`src/design/ewl_pkg.sv`:
```
// Shared types and constants for the EEPROM area wear leveler.
// Depends on nothing; imported by the controller, the datapath and the top level.
package ewl_pkg;

   // Store geometry
   localparam int AREAS      = 8;
   localparam int SLOTS      = 32;
   localparam int AREA_W     = $clog2(AREAS);
   localparam int SLOT_W     = $clog2(SLOTS);
   localparam int MEM_ADDR_W = AREA_W + SLOT_W;
   localparam int MEM_DEPTH  = AREAS * SLOTS;

   // Field widths
   localparam int DATA_W     = 8;
   localparam int AREAS_W    = 4;
   localparam int CSR_IDX_W  = 1;

   localparam logic [DATA_W-1:0] ERASED_BYTE = 8'hFF;

   // Register indexes of the configuration port
   typedef enum logic [CSR_IDX_W-1:0] {
      CSR_MAX_AREA_COUNT = 1'b0,
      CSR_AREAS_IN_USE   = 1'b1
   } csr_idx_type;

   // Request kinds
   localparam logic REQ_READ  = 1'b0;
   localparam logic REQ_WRITE = 1'b1;

   typedef enum logic [3:0] {
      ST_IDLE,
      ST_SCAN_RD,
      ST_SCAN_CHK,
      ST_DECIDE,
      ST_OPEN_NEW,
      ST_OPEN_PREV,
      ST_BUMP,
      ST_DATA_WR,
      ST_READ_RD,
      ST_RESP
   } ewl_state_type;

   // Controller to datapath
   typedef struct packed {
      logic load_req;
      logic scan_rd;
      logic scan_next;
      logic capture_live;
      logic decide;
      logic open_new;
      logic open_prev;
      logic bump;
      logic data_wr;
      logic read_rd;
   } ewl_cmd_type;

   // Datapath to controller
   typedef struct packed {
      logic hit;
      logic scan_last;
      logic found;
      logic is_read;
      logic move;
      logic save_all;
   } ewl_stat_type;

endpackage

```
`src/design/eeprom_area_wear_leveler.sv`:
```
// Top level of the EEPROM area wear leveler.
// Depends on ewl_pkg, ewl_ctrl and ewl_dpath.
//
// Usage:
//   Request channel: present req_type, req_addr, req_wdata and req_save_all
//   with start high while busy is low; the beat is taken at that clock edge.
//   Result channel: exactly one result per request. rsp_valid is high for
//   one cycle with rsp_rdata, rsp_live_area, rsp_rewrite_request and
//   rsp_recovered; the receiver cannot stall, so it must take it then.
//   Config: csr_we with csr_index and csr_wdata writes a register at the
//   edge; write only while busy is low.
// Sequence:
//   The sequencer reads the area counters one at a time through the single
//   store port; 1 to 8 counters are examined. One or two store writes, a
//   data read, or both follow the scan before the strobe, and busy drops
//   the cycle after the strobe. One request is in flight at a time.
// Reset:
//   Synchronous, active high. Registers return to 255 and 8, the store
//   reads as erased (0xFF) everywhere, so the first request recovers.
module eeprom_area_wear_leveler
   import ewl_pkg::*;
(
   input  logic                   clock,
   input  logic                   reset,
   input  logic                   start,
   output logic                   busy,
   input  logic                   req_type,
   input  logic [SLOT_W-1:0]      req_addr,
   input  logic [DATA_W-1:0]      req_wdata,
   input  logic                   req_save_all,
   output logic                   rsp_valid,
   output logic [DATA_W-1:0]      rsp_rdata,
   output logic [AREA_W-1:0]      rsp_live_area,
   output logic                   rsp_rewrite_request,
   output logic                   rsp_recovered,
   input  logic                   csr_we,
   input  logic [CSR_IDX_W-1:0]   csr_index,
   input  logic [DATA_W-1:0]      csr_wdata
);

   ewl_cmd_type  cmd;
   ewl_stat_type stat;

   // Sequencer
   ewl_ctrl u_ctrl (
      .clock     (clock),
      .reset     (reset),
      .start     (start),
      .stat      (stat),
      .cmd       (cmd),
      .busy      (busy),
      .rsp_valid (rsp_valid)
   );

   // Store and decision logic
   ewl_dpath u_dpath (
      .clock               (clock),
      .reset               (reset),
      .cmd                 (cmd),
      .stat                (stat),
      .req_type            (req_type),
      .req_addr            (req_addr),
      .req_wdata           (req_wdata),
      .req_save_all        (req_save_all),
      .csr_we              (csr_we),
      .csr_index           (csr_index),
      .csr_wdata           (csr_wdata),
      .rsp_rdata           (rsp_rdata),
      .rsp_live_area       (rsp_live_area),
      .rsp_rewrite_request (rsp_rewrite_request),
      .rsp_recovered       (rsp_recovered)
   );

endmodule

```
`src/design/ewl_ctrl.sv`:
```
// Sequencer of the EEPROM area wear leveler: counter scan, decision, store writes, data reads.
// Depends on ewl_pkg; drives the command struct of ewl_dpath.
module ewl_ctrl
   import ewl_pkg::*;
(
   input  logic         clock,
   input  logic         reset,
   input  logic         start,
   input  ewl_stat_type stat,
   output ewl_cmd_type  cmd,
   output logic         busy,
   output logic         rsp_valid
);

   ewl_state_type state_ff, state_in;

   // Hold state
   always_ff @(posedge clock) begin
      if (reset) begin
         state_ff <= ST_IDLE;
      end else begin
         state_ff <= state_in;
      end
   end

   // Next state
   always_comb begin
      state_in = state_ff;
      unique case (state_ff)
         ST_IDLE: begin
            if (start) state_in = ST_SCAN_RD;
         end
         ST_SCAN_RD:  state_in = ST_SCAN_CHK;
         ST_SCAN_CHK: begin
            if (stat.hit || stat.scan_last) state_in = ST_DECIDE;
            else                            state_in = ST_SCAN_RD;
         end
         ST_DECIDE: begin
            priority if (!stat.found) state_in = ST_OPEN_NEW;
            else if (stat.is_read)    state_in = ST_READ_RD;
            else if (stat.move)       state_in = ST_OPEN_NEW;
            else                      state_in = ST_BUMP;
         end
         ST_OPEN_NEW:  state_in = ST_OPEN_PREV;
         ST_OPEN_PREV: state_in = stat.is_read ? ST_READ_RD : ST_RESP;
         ST_BUMP:      state_in = stat.save_all ? ST_RESP : ST_DATA_WR;
         ST_DATA_WR:   state_in = ST_RESP;
         ST_READ_RD:   state_in = ST_RESP;
         ST_RESP:      state_in = ST_IDLE;
         default:      state_in = ST_IDLE;
      endcase
   end

   // Commands per state
   always_comb begin
      cmd = '0;
      unique case (state_ff)
         ST_IDLE:      cmd.load_req = start;
         ST_SCAN_RD:   cmd.scan_rd = 1'b1;
         ST_SCAN_CHK: begin
            cmd.capture_live = stat.hit;
            cmd.scan_next    = !stat.hit && !stat.scan_last;
         end
         ST_DECIDE:    cmd.decide = 1'b1;
         ST_OPEN_NEW:  cmd.open_new = 1'b1;
         ST_OPEN_PREV: cmd.open_prev = 1'b1;
         ST_BUMP:      cmd.bump = 1'b1;
         ST_DATA_WR:   cmd.data_wr = 1'b1;
         ST_READ_RD:   cmd.read_rd = 1'b1;
         ST_RESP:      cmd = '0;
         default:      cmd = '0;
      endcase
   end

   assign busy      = (state_ff != ST_IDLE);
   assign rsp_valid = (state_ff == ST_RESP);

   // One strobe per request, then back to idle
   a_single_strobe: assert property (@(posedge clock) disable iff (reset)
      rsp_valid |=> !rsp_valid)
      else $error("result strobe held for more than one cycle");

   a_resp_frees: assert property (@(posedge clock) disable iff (reset)
      rsp_valid |=> !busy)
      else $error("block still busy after delivering its result");

   a_start_scans: assert property (@(posedge clock) disable iff (reset)
      (start && !busy) |=> (state_ff == ST_SCAN_RD))
      else $error("accepted request did not start the counter scan");

endmodule

```
`src/design/ewl_dpath.sv`:
```
// Datapath of the EEPROM area wear leveler: request and config registers,
// byte store with per-entry valid bits, scan and decision logic. Depends on ewl_pkg.
module ewl_dpath
   import ewl_pkg::*;
(
   input  logic                   clock,
   input  logic                   reset,
   input  ewl_cmd_type            cmd,
   output ewl_stat_type           stat,
   input  logic                   req_type,
   input  logic [SLOT_W-1:0]      req_addr,
   input  logic [DATA_W-1:0]      req_wdata,
   input  logic                   req_save_all,
   input  logic                   csr_we,
   input  logic [CSR_IDX_W-1:0]   csr_index,
   input  logic [DATA_W-1:0]      csr_wdata,
   output logic [DATA_W-1:0]      rsp_rdata,
   output logic [AREA_W-1:0]      rsp_live_area,
   output logic                   rsp_rewrite_request,
   output logic                   rsp_recovered
);

   // Configuration
   logic [DATA_W-1:0]  max_ff;
   logic [AREAS_W-1:0] areas_ff;

   // Request beat
   logic               type_ff;
   logic [SLOT_W-1:0]  addr_ff;
   logic [DATA_W-1:0]  wdata_ff;
   logic               save_ff;

   // Scan and decision
   logic [AREA_W-1:0]  scan_ff;
   logic               found_ff;
   logic [DATA_W-1:0]  count_ff;
   logic [AREA_W-1:0]  area_ff;
   logic               rewrite_ff;
   logic               recovered_ff;

   // Store
   logic [DATA_W-1:0]  store_ff [MEM_DEPTH];
   logic [MEM_DEPTH-1:0] vld_ff;
   logic [DATA_W-1:0]  q_ff;

   logic [AREA_W-1:0]     last_area;
   logic [AREA_W-1:0]     prev_area;
   logic [AREA_W-1:0]     next_area;
   logic                  move;
   logic                  mem_we;
   logic                  mem_re;
   logic [MEM_ADDR_W-1:0] mem_addr;
   logic [DATA_W-1:0]     mem_wd;

   // Effective last area: zero counts as one, saturate at the store size
   always_comb begin
      priority if (areas_ff == '0)
         last_area = '0;
      else if ({1'b0, areas_ff} > (AREAS_W+1)'(AREAS))
         last_area = AREA_W'(AREAS - 1);
      else
         last_area = AREA_W'(areas_ff - AREAS_W'(1));
   end

   assign prev_area = (area_ff != '0) ? area_ff - AREA_W'(1) : last_area;
   assign next_area = (area_ff == last_area) ? '0 : area_ff + AREA_W'(1);

   // Move when count > max - 2, done unsigned as count + 2 > max
   assign move = ({1'b0, count_ff} + (DATA_W+1)'(2)) > {1'b0, max_ff};

   // Config writes
   always_ff @(posedge clock) begin
      if (reset) begin
         max_ff   <= DATA_W'(255);
         areas_ff <= AREAS_W'(AREAS);
      end else if (csr_we) begin
         unique case (csr_idx_type'(csr_index))
            CSR_MAX_AREA_COUNT: max_ff   <= csr_wdata;
            CSR_AREAS_IN_USE:   areas_ff <= csr_wdata[AREAS_W-1:0];
         endcase
      end
   end

   // Capture the request beat
   always_ff @(posedge clock) begin
      if (cmd.load_req) begin
         type_ff  <= req_type;
         addr_ff  <= req_addr;
         wdata_ff <= req_wdata;
         save_ff  <= req_save_all;
      end
   end

   // Scan pointer, live area and result flags
   always_ff @(posedge clock) begin
      if (reset) begin
         scan_ff      <= '0;
         found_ff     <= 1'b0;
         area_ff      <= '0;
         rewrite_ff   <= 1'b0;
         recovered_ff <= 1'b0;
      end else begin
         if (cmd.load_req) begin
            scan_ff      <= '0;
            found_ff     <= 1'b0;
            rewrite_ff   <= 1'b0;
            recovered_ff <= 1'b0;
         end
         if (cmd.scan_next) scan_ff <= scan_ff + AREA_W'(1);
         if (cmd.capture_live) begin
            found_ff <= 1'b1;
            area_ff  <= scan_ff;
         end
         if (cmd.decide) begin
            priority if (!found_ff) begin
               area_ff      <= '0;
               rewrite_ff   <= 1'b1;
               recovered_ff <= 1'b1;
            end else if (type_ff == REQ_READ) begin
               rewrite_ff <= 1'b0;
            end else if (move) begin
               area_ff    <= next_area;
               rewrite_ff <= 1'b1;
            end else begin
               rewrite_ff <= save_ff;
            end
         end
      end
   end

   // Counter of the live area
   always_ff @(posedge clock) begin
      if (cmd.capture_live) count_ff <= q_ff;
   end

   // Store port: one access per cycle
   always_comb begin
      mem_we   = 1'b0;
      mem_re   = 1'b0;
      mem_addr = {scan_ff, SLOT_W'(0)};
      mem_wd   = wdata_ff;
      priority if (cmd.scan_rd) begin
         mem_re = 1'b1;
      end else if (cmd.read_rd) begin
         mem_re   = 1'b1;
         mem_addr = {area_ff, addr_ff};
      end else if (cmd.open_new) begin
         mem_we   = 1'b1;
         mem_addr = {area_ff, SLOT_W'(0)};
         mem_wd   = DATA_W'(1);
      end else if (cmd.open_prev) begin
         mem_we   = 1'b1;
         mem_addr = {prev_area, SLOT_W'(0)};
         mem_wd   = max_ff;
      end else if (cmd.bump) begin
         mem_we   = 1'b1;
         mem_addr = {area_ff, SLOT_W'(0)};
         mem_wd   = count_ff + DATA_W'(1);
      end else if (cmd.data_wr) begin
         mem_we   = 1'b1;
         mem_addr = {area_ff, addr_ff};
      end
   end

   // Store array, no reset
   always_ff @(posedge clock) begin
      if (mem_we) store_ff[mem_addr] <= mem_wd;
   end

   // Valid bits: an unwritten entry reads as erased
   always_ff @(posedge clock) begin
      if (reset) begin
         vld_ff <= '0;
      end else if (mem_we) begin
         vld_ff[mem_addr] <= 1'b1;
      end
   end

   // Registered read data
   always_ff @(posedge clock) begin
      if (mem_re) q_ff <= vld_ff[mem_addr] ? store_ff[mem_addr] : ERASED_BYTE;
   end

   assign stat.hit       = (q_ff < max_ff);
   assign stat.scan_last = (scan_ff == last_area);
   assign stat.found     = found_ff;
   assign stat.is_read   = (type_ff == REQ_READ);
   assign stat.move      = move;
   assign stat.save_all  = save_ff;

   assign rsp_rdata           = (type_ff == REQ_READ) ? q_ff : '0;
   assign rsp_live_area       = area_ff;
   assign rsp_rewrite_request = rewrite_ff;
   assign rsp_recovered       = recovered_ff;

   // Recovery always asks for a rewrite
   a_recover_rewrites: assert property (@(posedge clock) disable iff (reset)
      recovered_ff |-> rewrite_ff)
      else $error("recovery without rewrite request");

   // The live area stays inside the rotated range once decided
   a_area_in_range: assert property (@(posedge clock) disable iff (reset)
      $past(cmd.decide) |-> (area_ff <= last_area))
      else $error("live area beyond the last area in use");

   // Scan never runs past the last area
   a_scan_bound: assert property (@(posedge clock) disable iff (reset)
      cmd.scan_next |-> (scan_ff != last_area))
      else $error("counter scan stepped past the last area");

endmodule
```
`config.mk`:
```
export PLATFORM = sky130hd
export DESIGN_NAME = eeprom_area_wear_leveler
export DESIGN_NICKNAME = d
export VERILOG_FILES = /design/src/design/ewl_pkg.sv /design/src/design/eeprom_area_wear_leveler.sv /design/src/design/ewl_ctrl.sv /design/src/design/ewl_dpath.sv
export SDC_FILE = /design/constraint.sdc
export NUM_CORES = 2
export LEC_CHECK = 0
export ABC_AREA = 0
export BUFFER_PORTS_ARGS = -buffer_cell sky130_fd_sc_hd__buf_2
export CORE_UTILIZATION = 25
export CTS_CLUSTER_SIZE = 20
export DETAILED_ROUTE_END_ITERATION = 10
export HOLD_SLACK_MARGIN = 0.05
export PLACE_DENSITY_LB_ADDON = 0.25
export RECOVER_POWER = 25
export SLEW_MARGIN = 15
export SYNTH_ARGS = -nofsm -noshare
export SYNTH_HDL_FRONTEND = slang
export SYNTH_SLANG_ARGS = --single-unit
```
`constraint.sdc`:
```
create_clock -name clock -period 31.1 [get_ports clock]
set_input_delay 9.33 -clock clock [delete_from_list [all_inputs] [get_ports clock]]
set_output_delay 9.33 -clock clock [all_outputs]
set_load 0.02 [all_outputs]
```
==> impl_metrics.json <==
{
  "status": "complete, but fails checks",
  "violations": "design-rule violations, max-capacitance violations, max-slew violations",
  "path_class": "flop to flop",
  "io-pin-count": 43,
  "ctsResizeCount": 0,
  "drt_wl_total_um": 276000,
  "grt_pass1_vias": 52252,
  "ys_ff_latch": 2360,
  "endpoint_kind": "flop",
  "vias": 54369,
  "ys_warn_count": 0,
  "ant_nets": 0,
  "start_util_pct": 25.2,
  "route.detailed.drc": 4,
  "power.total_w": 0.00673,
  "syn-mean-instance-area_um2": 14.8,
  "cts_tree": "yes",
  "synth_top_area_share_pct": 71.0,
  "die_h_um": 595,
  "synthDistinctLibCells": 67,
  "worstMarginPinSlew_ps": 10480,
  "vdd_drop_max_uv": 56.8,
  "h-tree-depth": 4,
  "drive_above_1_share_pct": 9.40,
  "postCtsHoldBufs": 0,
  "async_reset_ff_share_pct": 0,
  "dpl.hpwl_um": 152000,
  "final_nets": 5998,
  "clock_skew_ps": 49.9,
  "numCtsBuffers": 240,
  "critical_path_peak_fanout": 188,
  "syn_area_mm2": 0.0880,
  "first_pass_iters": 11,
  "totalNegativeSetupSlack_ps": 0,
  "required_ps": 30420,
  "holdCritPathClass": "flop to flop",
  "wl_per_cell_um": 25.6,
  "cts-root-buf": "clkbuf_16",
  "layout_setup_ws_ps": 17750,
  "max_cap_violations": 12,
  "dieArea_mm2": 0.354,
  "synth_seq_area_share_pct": 77.4,
  "syn2layout_area_growth_pct": 15.4,
  "avgViaCountPerCell": 5.05,
  "grt_usage_pct": 15.0,
  "drt_iter0_drc": 8206,
  "rsz0062_at_grt": "no",
  "crit_path_start_kind": "flop",
  "post_cts_buffers": 0,
  "dp.cells": 10305,
  "die_x_um": 595,
  "grt_pass1_wl_um": 392000,
  "gp_congestion": 0.793,
  "final_max_slew_viol_count": 1353,
  "hold_viol": 0,
  "fmax_mhz": 74.9,
  "clk_pin_slew_ps": 60,
  "io_buffers": 42,
  "placed_cell_area_mm2": 0.0937,
  "syn_nets": 6011,
  "syn_inst": 5961,
  "synth_area_leaders": "edfxtp_1, a222oi_1, dfxtp_1",
  "placementRows": 217,
  "clock-sinks": 2360,
  "overflow": 0,
  "p_per_area_mw_per_mm2": 66.3,
  "synth-edff-count": 2079,
  "synth-main-ff-cell": "edfxtp_1",
  "period_share_pct": 42.9,
  "core_mm2": 0.350,
  "fin_crit_ps": 13350,
  "synth_largest_area_cell": "edfxtp_1",
  "setup_viol": 0,
  "place_ws_ps": 19300,
  "cts.path.max_buffers": 3,
  "instances_no_fill": 10759,
  "antenna_found_initial": 16,
  "leakage_nw": 31.3,
  "clk_latency_ps": 890,
  "fin_area_mm2": 0.101,
  "relSlewSlack_pct": -599,
  "grt_max_degree": 198,
  "cp.arrival_ps": 12670
}
-- kinds of logic after synthesis --
group,Yosys count,synth area share (%)
mux,8,0.0953
xor+xnor,13,0.129
flops,2360,77.4
compound gates,1484,12.4
simple gates,1624,7.57
fa+ha+maj,23,0.324
buf+inv,449,2.16
-- through the flow --
stage / hold WS [ps] / util [%]
after global placement: 446 / 26.8
after global routing: 488 / 29.0
after CTS: 468 / 29.1
after floorplan: 432 / -
final: 467 / 29.0
after detailed placement: 453 / 26.8
-- layout by cell type, fill, tap and decap left out, drive strengths merged, types with 18 or more instances in the layout --
| cell | instances |
|---|---|
| clkbuf | 346 |
| dfxtp | 281 |
| a222oi | 572 |
| nor2 | 758 |
| inv | 31 |
| bufinv | 18 |
| edfxtp | 2079 |
| o22ai | 28 |
| clkinv | 91 |
| nor2b | 20 |
| nor4 | 109 |
| a21oi | 667 |
| nand4 | 20 |
| ha | 22 |
| buf | 157 |
| nand2 | 638 |
| o21ai | 55 |
| o41ai | 31 |
-- synthesized netlist by cell type (all sizes together), types with 17 or more instances --
cell type	instances
o21ai	55
edfxtp	2079
clkbuf	221
a21oi	667
a211oi	17
a222oi	572
nor4	109
nand4	20
nand2	638
a22oi	17
inv	24
o22ai	28
dfxtp	281
nor2b	20
nand3	17
buf	204
ha	22
o41ai	31
nor2	758
-- cell type report --
class,instances,area [um^2]
inverters,24,90.1
clock inverters,118,1190
flip-flops and latches,2360,68100
clock buffers,333,6780
diodes,3,7.51
well taps,4599,5750
multi-input cells,3152,18300
fillers,34910,248000
repair buffers,170,1330
-- metal layers --
layer	up-vias	track usage (%)	wire length, um
li1	23645	-	-
met5	-	0	11
met4	2	3.70	6230
met1	28122	21.7	124000
met3	343	2.50	20800
met2	2257	23.3	125000
-- flip-flops by register name, summed over array words and instances (netlist names), 3 cells and up --
register               cells
u_ctrl.state_ff            4
u_dpath.addr_ff            5
u_dpath.vld_ff           256
u_dpath.q_ff               8
u_dpath.scan_ff            3
u_dpath.wdata_ff           8
u_dpath.max_ff             8
u_dpath.store_ff        2048
u_dpath.count_ff           8
u_dpath.areas_ff           4
u_dpath.rsp_live_area      3
-- critical path: stages (launching register included) --
cell and delay [ps]:
dfxtp_1 660, nand2_1 240, nor3b_1 350, clkbuf_1 560
nor2_1 80, a211oi_1 220, a21oi_1 100, o21ai_4 140
clkbuf_1 2480, clkbuf_1 6570
-- power breakdown --
part	internal, W	leakage (nW)	switching [W]
clock network	0.00167	3.92	0.00124
logic	0.0000245	6.47	0.000204
registers	0.00359	21.0	0.00000678
total	0.00528	31.3	0.00145
-- worst paths after layout --
kind,startpoint,to,slack [ps],depth (start not counted)
setup / recovery,u_ctrl.state_ff[2],u_dpath.store_ff[148][4],17750,9
setup reg to reg,u_ctrl.state_ff[2],u_dpath.store_ff[148][4],17750,9
hold reg to reg,u_dpath.vld_ff[75],u_dpath.vld_ff[75],470,2
hold / removal,u_dpath.vld_ff[75],u_dpath.vld_ff[75],470,2
(Power assumes the default switching activity.)
